## config.mk

```make
export PLATFORM = sky130hd
export DESIGN_NAME = js_string_literal_unescaper
export DESIGN_NICKNAME = d
export VERILOG_FILES = /design/src/jslu_pkg.sv /design/src/jslu_core.sv /design/src/jslu_rsp_reg.sv /design/src/js_string_literal_unescaper.sv
export SDC_FILE = /design/constraint.sdc
export NUM_CORES = 1
export LEC_CHECK = 0
export BUFFER_PORTS_ARGS = -buffer_cell sky130_fd_sc_hd__buf_2
export CAP_MARGIN = 15
export CORE_MARGIN = 8
export CORE_UTILIZATION = 30
export DETAILED_ROUTE_END_ITERATION = 10
export SYNTH_ARGS = -nofsm -noshare
export SYNTH_HDL_FRONTEND = slang
export SYNTH_SLANG_ARGS = --single-unit
```

## constraint.sdc

```tcl
create_clock -name clock -period 3.6 [get_ports clock]
set_clock_uncertainty 0.15 [all_clocks]
set_input_delay 0 -clock clock [delete_from_list [all_inputs] [get_ports clock]]
set_output_delay 0 -clock clock [all_outputs]
set_load 0.01 [all_outputs]
```

## src/jslu_pkg.sv

```systemverilog
// ----------------------------------------------------------------------------
// jslu_pkg
// Shared types, character constants and small decode functions for the
// string literal unescaper.
// ----------------------------------------------------------------------------
`default_nettype none

package jslu_pkg;

   // Character codes
   localparam logic [7:0] CH_DQUOTE    = 8'h22;
   localparam logic [7:0] CH_SQUOTE    = 8'h27;
   localparam logic [7:0] CH_BACKSLASH = 8'h5c;
   localparam logic [7:0] CH_QMARK     = 8'h3f;
   localparam logic [7:0] CH_LOWER_X   = 8'h78;
   localparam logic [7:0] CH_LOWER_U   = 8'h75;

   // Hex escape lengths and the limit below which a value is passed through as-is
   localparam logic [2:0]  HEX_DIGITS_X = 3'd2;
   localparam logic [2:0]  HEX_DIGITS_U = 3'd4;
   localparam logic [15:0] HEX_LIMIT    = 16'd128;

   // One result beat
   typedef struct packed {
      logic [7:0] out_byte;
      logic       byte_valid;
      logic       done_res;
      logic       fail;
   } rsp_type;

   // Character after a backslash -> produced byte (x and u handled elsewhere)
   function automatic logic [7:0] esc_map(input logic [7:0] c);
      logic [7:0] v;
      begin
         case (c)
            8'h6e:   v = 8'h0a;   // n
            8'h72:   v = 8'h0d;   // r
            8'h74:   v = 8'h09;   // t
            8'h76:   v = 8'h0b;   // v
            8'h62:   v = 8'h08;   // b
            8'h66:   v = 8'h0c;   // f
            8'h30:   v = 8'h00;   // 0
            default: v = c;
         endcase
         return v;
      end
   endfunction

   // Hex digit decode: bit 4 set when the character is a hex digit
   function automatic logic [4:0] hex_nibble(input logic [7:0] c);
      logic [4:0] r;
      logic [7:0] t;
      begin
         r = '0;
         t = '0;
         if (c >= 8'h30 && c <= 8'h39) begin
            t = c - 8'h30;
            r = {1'b1, t[3:0]};
         end else if (c >= 8'h41 && c <= 8'h46) begin
            t = c - 8'h37;
            r = {1'b1, t[3:0]};
         end else if (c >= 8'h61 && c <= 8'h66) begin
            t = c - 8'h57;
            r = {1'b1, t[3:0]};
         end
         return r;
      end
   endfunction

endpackage

`default_nettype wire

```

## src/jslu_core.sv

```systemverilog
// ----------------------------------------------------------------------------
// jslu_core
// Literal parser state and the single-pass step logic: from the registered
// input byte and the current state it forms the next state and at most one
// result beat.
// ----------------------------------------------------------------------------
`default_nettype none

module jslu_core
   import jslu_pkg::*;
(
   input  wire logic       clock,
   input  wire logic       reset,
   input  wire logic [7:0] in_byte,
   input  wire logic       is_last,
   input  wire logic       advance,   // commit the step for the held byte
   output rsp_type         step_rsp,
   output logic            step_emit
);

   localparam logic [1:0] PH_OPEN = 2'd0;
   localparam logic [1:0] PH_BODY = 2'd1;
   localparam logic [1:0] PH_ESC  = 2'd2;
   localparam logic [1:0] PH_HEX  = 2'd3;

   logic [1:0]  phase_ff,  phase_in;
   logic        single_ff, single_in;
   logic [2:0]  digits_ff, digits_in;
   logic [15:0] hex_ff,    hex_in;
   logic        error_ff,  error_in;

   logic [7:0]  quote_char;
   logic [4:0]  nib;
   logic [15:0] hex_next;
   logic [2:0]  digits_dec;

   assign quote_char = single_ff ? CH_SQUOTE : CH_DQUOTE;
   assign nib        = hex_nibble(in_byte);
   assign hex_next   = {hex_ff[11:0], nib[3:0]};
   assign digits_dec = (digits_ff != 3'd0) ? digits_ff - 3'd1 : 3'd0;

   // Step logic
   always_comb begin
      phase_in  = phase_ff;
      single_in = single_ff;
      digits_in = digits_ff;
      hex_in    = hex_ff;
      error_in  = error_ff;
      step_rsp  = '0;
      step_emit = 1'b0;

      if (phase_ff == PH_OPEN) begin
         // opening quote
         if (in_byte == CH_DQUOTE || in_byte == CH_SQUOTE) begin
            single_in = (in_byte == CH_SQUOTE);
         end else begin
            error_in = 1'b1;
         end
         if (is_last) begin
            step_emit         = 1'b1;
            step_rsp.done_res = 1'b1;
            step_rsp.fail     = 1'b1;
         end else begin
            phase_in = PH_BODY;
         end
      end else if (error_ff) begin
         // swallow bytes until the end of a bad literal
         if (is_last) begin
            step_emit         = 1'b1;
            step_rsp.done_res = 1'b1;
            step_rsp.fail     = 1'b1;
         end
      end else if (is_last) begin
         // closing byte
         step_emit         = 1'b1;
         step_rsp.done_res = 1'b1;
         if (phase_ff == PH_BODY) begin
            step_rsp.fail = (in_byte != quote_char);
         end else if (phase_ff == PH_ESC && in_byte == quote_char) begin
            step_rsp.out_byte   = quote_char;
            step_rsp.byte_valid = 1'b1;
         end else begin
            step_rsp.fail = 1'b1;
         end
      end else begin
         unique case (phase_ff)
            PH_BODY: begin
               if (in_byte == CH_BACKSLASH) begin
                  phase_in = PH_ESC;
               end else begin
                  step_emit           = 1'b1;
                  step_rsp.out_byte   = in_byte;
                  step_rsp.byte_valid = 1'b1;
               end
            end
            PH_ESC: begin
               if (in_byte == CH_LOWER_X || in_byte == CH_LOWER_U) begin
                  phase_in  = PH_HEX;
                  digits_in = (in_byte == CH_LOWER_X) ? HEX_DIGITS_X : HEX_DIGITS_U;
                  hex_in    = '0;
               end else begin
                  phase_in            = PH_BODY;
                  step_emit           = 1'b1;
                  step_rsp.out_byte   = esc_map(in_byte);
                  step_rsp.byte_valid = 1'b1;
               end
            end
            PH_HEX: begin
               if (!nib[4]) begin
                  error_in = 1'b1;
               end else if (digits_dec == 3'd0) begin
                  phase_in            = PH_BODY;
                  digits_in           = 3'd0;
                  hex_in              = '0;
                  step_emit           = 1'b1;
                  step_rsp.out_byte   = (hex_next < HEX_LIMIT) ? hex_next[7:0] : CH_QMARK;
                  step_rsp.byte_valid = 1'b1;
               end else begin
                  digits_in = digits_dec;
                  hex_in    = hex_next;
               end
            end
            default: begin
               phase_in = PH_OPEN;
            end
         endcase
      end

      // end of literal: back to the idle state
      if (is_last) begin
         phase_in  = PH_OPEN;
         single_in = 1'b0;
         digits_in = 3'd0;
         hex_in    = '0;
         error_in  = 1'b0;
      end
   end

   // State registers
   always_ff @(posedge clock) begin
      if (reset) begin
         phase_ff  <= PH_OPEN;
         single_ff <= 1'b0;
         digits_ff <= 3'd0;
         hex_ff    <= '0;
         error_ff  <= 1'b0;
      end else if (advance) begin
         phase_ff  <= phase_in;
         single_ff <= single_in;
         digits_ff <= digits_in;
         hex_ff    <= hex_in;
         error_ff  <= error_in;
      end
   end

   // Checks
   a_hex_has_digits: assert property (@(posedge clock) disable iff (reset)
      (phase_ff == PH_HEX && !error_ff) |-> (digits_ff != 3'd0))
      else $error("hex phase with no digits pending");

   a_done_clears: assert property (@(posedge clock) disable iff (reset)
      (advance && is_last) |=> (phase_ff == PH_OPEN && !error_ff))
      else $error("state not cleared after last byte");

   a_last_emits: assert property (@(posedge clock) disable iff (reset)
      is_last |-> (step_emit && step_rsp.done_res))
      else $error("last byte without done beat");

endmodule

`default_nettype wire

```

## src/jslu_rsp_reg.sv

```systemverilog
// ----------------------------------------------------------------------------
// jslu_rsp_reg
// Result register: holds one result beat until the consumer takes it and
// reports whether it can accept a new beat in the same cycle.
// ----------------------------------------------------------------------------
`default_nettype none

module jslu_rsp_reg
   import jslu_pkg::*;
(
   input  wire logic    clock,
   input  wire logic    reset,
   input  wire logic    load,
   input  wire rsp_type load_rsp,
   output logic         space,
   output logic         rsp_valid,
   input  wire logic    rsp_ready,
   output rsp_type      rsp_data
);

   logic    vld_ff, vld_in;
   rsp_type data_ff;

   assign space  = !vld_ff || rsp_ready;
   assign vld_in = load || (vld_ff && !rsp_ready);

   // Valid flag
   always_ff @(posedge clock) begin
      if (reset) begin
         vld_ff <= 1'b0;
      end else begin
         vld_ff <= vld_in;
      end
   end

   // Payload
   always_ff @(posedge clock) begin
      if (load) begin
         data_ff <= load_rsp;
      end
   end

   assign rsp_valid = vld_ff;
   assign rsp_data  = data_ff;

endmodule

`default_nettype wire

```

## src/js_string_literal_unescaper.sv

```systemverilog
// Path: an accepted byte is held in the input register, and its result beat in the result register.
// Throughput: one byte per cycle; the held byte moves on as soon as the
// result register is free or being emptied in the same cycle.
// Bytes that produce no result never wait for the result register.
// Reset (synchronous, active high) empties both registers and returns the
// parser to expecting an opening quote.
// ----------------------------------------------------------------------------
// js_string_literal_unescaper
// Unescapes a quoted string literal fed one byte per beat; emits one beat per
// produced character and a done beat, with a fail flag, on the last byte.
// ----------------------------------------------------------------------------
`default_nettype none

module js_string_literal_unescaper
   import jslu_pkg::*;
(
   input  wire logic       clock,
   input  wire logic       reset,
   input  wire logic       req_valid,
   output logic            req_ready,
   input  wire logic [7:0] req_in_byte,
   input  wire logic       req_is_last,
   output logic            rsp_valid,
   input  wire logic       rsp_ready,
   output logic [7:0]      rsp_out_byte,
   output logic            rsp_byte_valid,
   output logic            rsp_done_res,
   output logic            rsp_fail
);

   logic       in_vld_ff, in_vld_in;
   logic [7:0] in_byte_ff;
   logic       in_last_ff;
   logic       advance;
   logic       step_emit;
   logic       space;
   rsp_type    step_rsp;
   rsp_type    rsp_data;

   // Input stage handshake
   assign advance   = in_vld_ff && (!step_emit || space);
   assign req_ready = !in_vld_ff || advance;
   assign in_vld_in = (req_valid && req_ready) || (in_vld_ff && !advance);

   always_ff @(posedge clock) begin
      if (reset) begin
         in_vld_ff <= 1'b0;
      end else begin
         in_vld_ff <= in_vld_in;
      end
   end

   always_ff @(posedge clock) begin
      if (req_valid && req_ready) begin
         in_byte_ff <= req_in_byte;
         in_last_ff <= req_is_last;
      end
   end

   // Parser step
   jslu_core u_core (
      .clock     (clock),
      .reset     (reset),
      .in_byte   (in_byte_ff),
      .is_last   (in_last_ff),
      .advance   (advance),
      .step_rsp  (step_rsp),
      .step_emit (step_emit)
   );

   // Result register
   jslu_rsp_reg u_rsp (
      .clock     (clock),
      .reset     (reset),
      .load      (advance && step_emit),
      .load_rsp  (step_rsp),
      .space     (space),
      .rsp_valid (rsp_valid),
      .rsp_ready (rsp_ready),
      .rsp_data  (rsp_data)
   );

   assign rsp_out_byte   = rsp_data.out_byte;
   assign rsp_byte_valid = rsp_data.byte_valid;
   assign rsp_done_res   = rsp_data.done_res;
   assign rsp_fail       = rsp_data.fail;

   // Checks
   a_fail_needs_done: assert property (@(posedge clock) disable iff (reset)
      (rsp_valid && rsp_fail) |-> rsp_done_res)
      else $error("fail without done");

   a_beat_has_content: assert property (@(posedge clock) disable iff (reset)
      rsp_valid |-> (rsp_byte_valid || rsp_done_res))
      else $error("empty result beat");

   a_fail_no_byte: assert property (@(posedge clock) disable iff (reset)
      (rsp_valid && rsp_fail) |-> !rsp_byte_valid)
      else $error("failed literal carries a byte");

   a_held_byte_moves: assert property (@(posedge clock) disable iff (reset)
      (in_vld_ff && (!rsp_valid || rsp_ready)) |-> advance)
      else $error("input stage stalled with free result register");

endmodule

`default_nettype wire

```

==> results by group <==
Cells and area
  – Area Growth Syn to Fin: 18.1%
  – Most frequent cells in the layout: nand2_1, buf_2, dfxtp_1, edfxtp_1, nand2b_1
  – FILL cells: between 800 and 900
  – Most common cell after layout, fill and taps aside: nand2_1
  – Diodes inserted: 0
  – Layout cells sized above 1: ~18%
  – Area of the multi-input gates: 1400 sq um
  – Fin nets: ~320
  – Finished Cell Area: between 3000 and 4000 sq um
  – FF/Latch Area: approximately 1000 sq um

STA
  – Hold slack: ~250 ps
  – Setup Viol. Count Final: 0
  – Min cycle time layout: 3240 ps
  – Worst slew pin tran: about 670 ps
  – Max-slew violation count: 0
  – RSZ-0062 raised after global routing: false
  – Final Cycle Share: 90.1%
  – Setup TNS: 0 ps
  – Max-slew headroom: a little under three fifths
  – Final hold vios: 0
  – Fmax: 308 MHz

Yosys
  – Combinational family with the most area after synthesis: simple AND/OR/NAND/NOR gates
  – Synth Area in XOR/XNOR: 1.03%
  – Synth Area in Compound Gates: between 20 and 25%
  – Yosys warning total: 0
  – Synth Area in Simple Gates: approximately 24%
  – Portion of netlist area occupied by mux cells: about 5.9%
  – Synth Flop Type: dfxtp_1
  – Synth Instances: 270
  – Cell area after synthesis: 2540 sq um
  – Asr flop ratio synth: 0%
  – Synth Register Bits: 41
  – Post-synthesis adder-cell area fraction: 1.97%
  – Sequential share of the synthesized area: between 40% and 50%
  – Avg Cell Area, Syn: between 9 and 10 sq um
  – Number of synthesized flops with an enable pin: 20
  – Distinct cells, synth: 62
  – Net Count, Synth: between 200 and 300

Worst setup path
  – Worst path most repeated cell: inv_1
  – Max FO, Critical Path: 11
  – Worst reg2reg path endpoint: in_vld_ff$_SDFF_PP0_
  – Crit start category: register
  – R2R Setup Slk: approximately 360 ps
  – Critical path required time: 3640 ps
  – Buf/Inv on CP: 3
  – Crit-path leading delay family: compound AO/OA/AOI/OAI gates
  – FF-to-FF Start: in_byte_ff[0]$_DFFE_PP_
  – Worst Reg-to-Reg Cells: 9
  – CP Cell Sequence: inv_1 -> ha_1 -> inv_1 -> o311a_2 -> a21oi_4 -> o211ai_1 -> a21oi_1 -> o32ai_1 -> dlygate4sd3_1
  – CP peak stage delay: slightly below 600 ps
  – Worst Setup End Kind: register
  – Worst-path cell with the longest stage delay: dlygate4sd3_1
  – CP Class: register to register
  – Arrival time worst endpoint: roughly 3300 ps

Hold path
  – HP Class: primary input to register
  – Hold depth: 2
  – Min-delay src: req_is_last
  – Hold path endpoint: in_last_ff$_DFFE_PP_

Place
  – I/O Buffers: 25
  – DP Area: between 2000 and 3000 sq um
  – Final Wtd Congestion: approximately 0.9
  – DP HPWL: approximately 4.6 mm

Clock tree
  – CTS sink cnt: 41
  – Setup bufs post-CTS: 0
  – H-tree depth: 2
  – TritonCTS Buffers: 5
  – Clock buffer depth: 2
  – CTS Root Cell: clkbuf_8
  – Worst-path clk slew: 80 ps
  – Worst-skew pair later-pin latency: approximately 300 ps
  – CTS tree: yes

Detailed routing
  – Vias: about 2200
  – Residual DRC: 0
  – Routed len/inst: 15.3 um
  – Met3 routed WL: between 400 and 500 um
  – Final WL: roughly 6.3 mm
  – Vias per cell: roughly 5.4
  – DRC marker count from the first detailed-route iteration: 237
  – Uppermost layer routed: met4
  – Met2 WL: 2.91 mm
  – Final ANT Viol Nets: 0
  – Met1 wire length: between 2 and 3 mm
  – 1st-pass router iterations: 5

Global route
  – Global route overflow: 0
  – Pin count of the biggest net entering global routing: 27
  – Total GRT Usage: between 10% and 20%
  – Global-route wire length before repair: 10.5 mm
  – Initial antenna violation count: 0
  – Vias in the first global route: 2163

Power
  – Switching part of the total: approximately a quarter
  – Sequential share of power: a little over 50%
  – Internal Power: just under 800 uW
  – Max VDD drop: around 0.17 mV
  – P_sw: around 280 uW
  – Power consumption: roughly 1100 uW
  – Static leakage: 0.00112 uW
  – Clock group share of total power: a little over a third
  – Power per cell area: ~350 nW/um^2
  – Logic pwr share: around 14%

Floorplanning
  – Die area: about 12000 sq um
  – Rows: 33
  – Core Region: around 8200 sq um
  – Die W: around 110 um
  – # IOs: 26
  – Initial Utilization: between 30 and 40%
  – Die height: 108 um

Status
  – Status: completed

Flow run
  – Max cap viols: 0
## stage by stage
step / setup WS (ps) / util, % / cells
detailed placement: 404 / 33.6 / 391
finish: 356 / 36.5 / 412
floorplan: 513 / - / 270
global route: 137 / 36.5 / 412
CTS: 385 / 36.5 / 412
global placement: 521 / 33.6 / 391
## power groups by stage
stage / clock, uW / sequential [uW] / combinational (uW)
floorplan: 0 / 532 / 100
detailed placement: 0 / 540 / 130
global route: 407 / 533 / 156
finish: 381 / 530 / 142
global placement: 0 / 540 / 130
CTS: 397 / 530 / 141
## Yosys cell counts (all sizes together) (4+ instances only)
library cell / number / area, sq um
inv: 13 / 48.8
mux2i: 15 / 150
a21o: 4 / 30.0
buf: 6 / 45.0
edfxtp: 20 / 601
o21ai: 18 / 105
clkbuf: 7 / 26.3
dfxtp: 21 / 420
nand2b: 18 / 113
nand2: 29 / 109
nor3: 9 / 50.1
nor2b: 8 / 50.1
nand3: 6 / 30.0
ha: 4 / 50.1
nor3b: 4 / 35.0
and2: 4 / 27.5
a21oi: 11 / 77.6
o211ai: 6 / 58.8
nor2: 16 / 60.1
o21a: 4 / 30.0
o22ai: 4 / 25.0
a221oi: 4 / 47.6
## cell families (layout without fill, tap and decap cells)
group | count (synthesis) | after routing
compound gates | 71 | 71
xor+xnor | 3 | 3
fa+ha+maj | 4 | 4
buf+inv | 26 | 63
flops | 41 | 41
mux | 15 | 15
simple gates | 110 | 110
## per-layer routing
| layer | vias to the layer above | global-route usage, % |
|---|---|---|
| li1 | 1065 | - |
| met1 | 1048 | 14.3 |
| met2 | 96 | 17.5 |
| met3 | 8 | 2.44 |
| met4 | 0 | 3.96 |
| met5 | - | 0 |
## sequential cells by signal, summed over array words and instances (netlist names)
name              cells
u_core.single_ff      1
u_core.error_ff       1
u_rsp.rsp_valid       1
u_core.digits_ff      3
u_rsp.rsp_data       11
in_byte_ff            8
in_last_ff            1
u_core.phase_ff       2
u_core.hex_ff        12
in_vld_ff             1
## worst max path at each step
stage                                 start                           to  slack (ps)  depth (start not counted)
floorplan           in_byte_ff[0]$_DFFE_PP_  u_rsp.rsp_data[0]$_DFFE_PP_         510                          9
global placement    in_byte_ff[0]$_DFFE_PP_      in_byte_ff[0]$_DFFE_PP_         520                          8
CTS                 in_byte_ff[0]$_DFFE_PP_      in_byte_ff[0]$_DFFE_PP_         390                          8
detailed placement  in_byte_ff[0]$_DFFE_PP_      in_byte_ff[1]$_DFFE_PP_         400                          8
finish              in_byte_ff[0]$_DFFE_PP_         in_vld_ff$_SDFF_PP0_         360                          9
global route        in_byte_ff[0]$_DFFE_PP_         in_vld_ff$_SDFF_PP0_         140                          9
## repair_timing
action                    4_1_cts  5_1_grt
hold buffers                   13        0
resized for setup               0        0
hold endpoints to repair       13        0
## layout make-up
type | count | share of cell area, %
sequential | 41 | 34.0
tap | 105 | 4.38
multi-input combinational | 203 | 46.7
clock buffer | 5 | 2.29
timing repair buffer | 42 | 9.50
clock inverter | 3 | 1.50
inverter | 13 | 1.62
(Power assumes the default switching activity.)
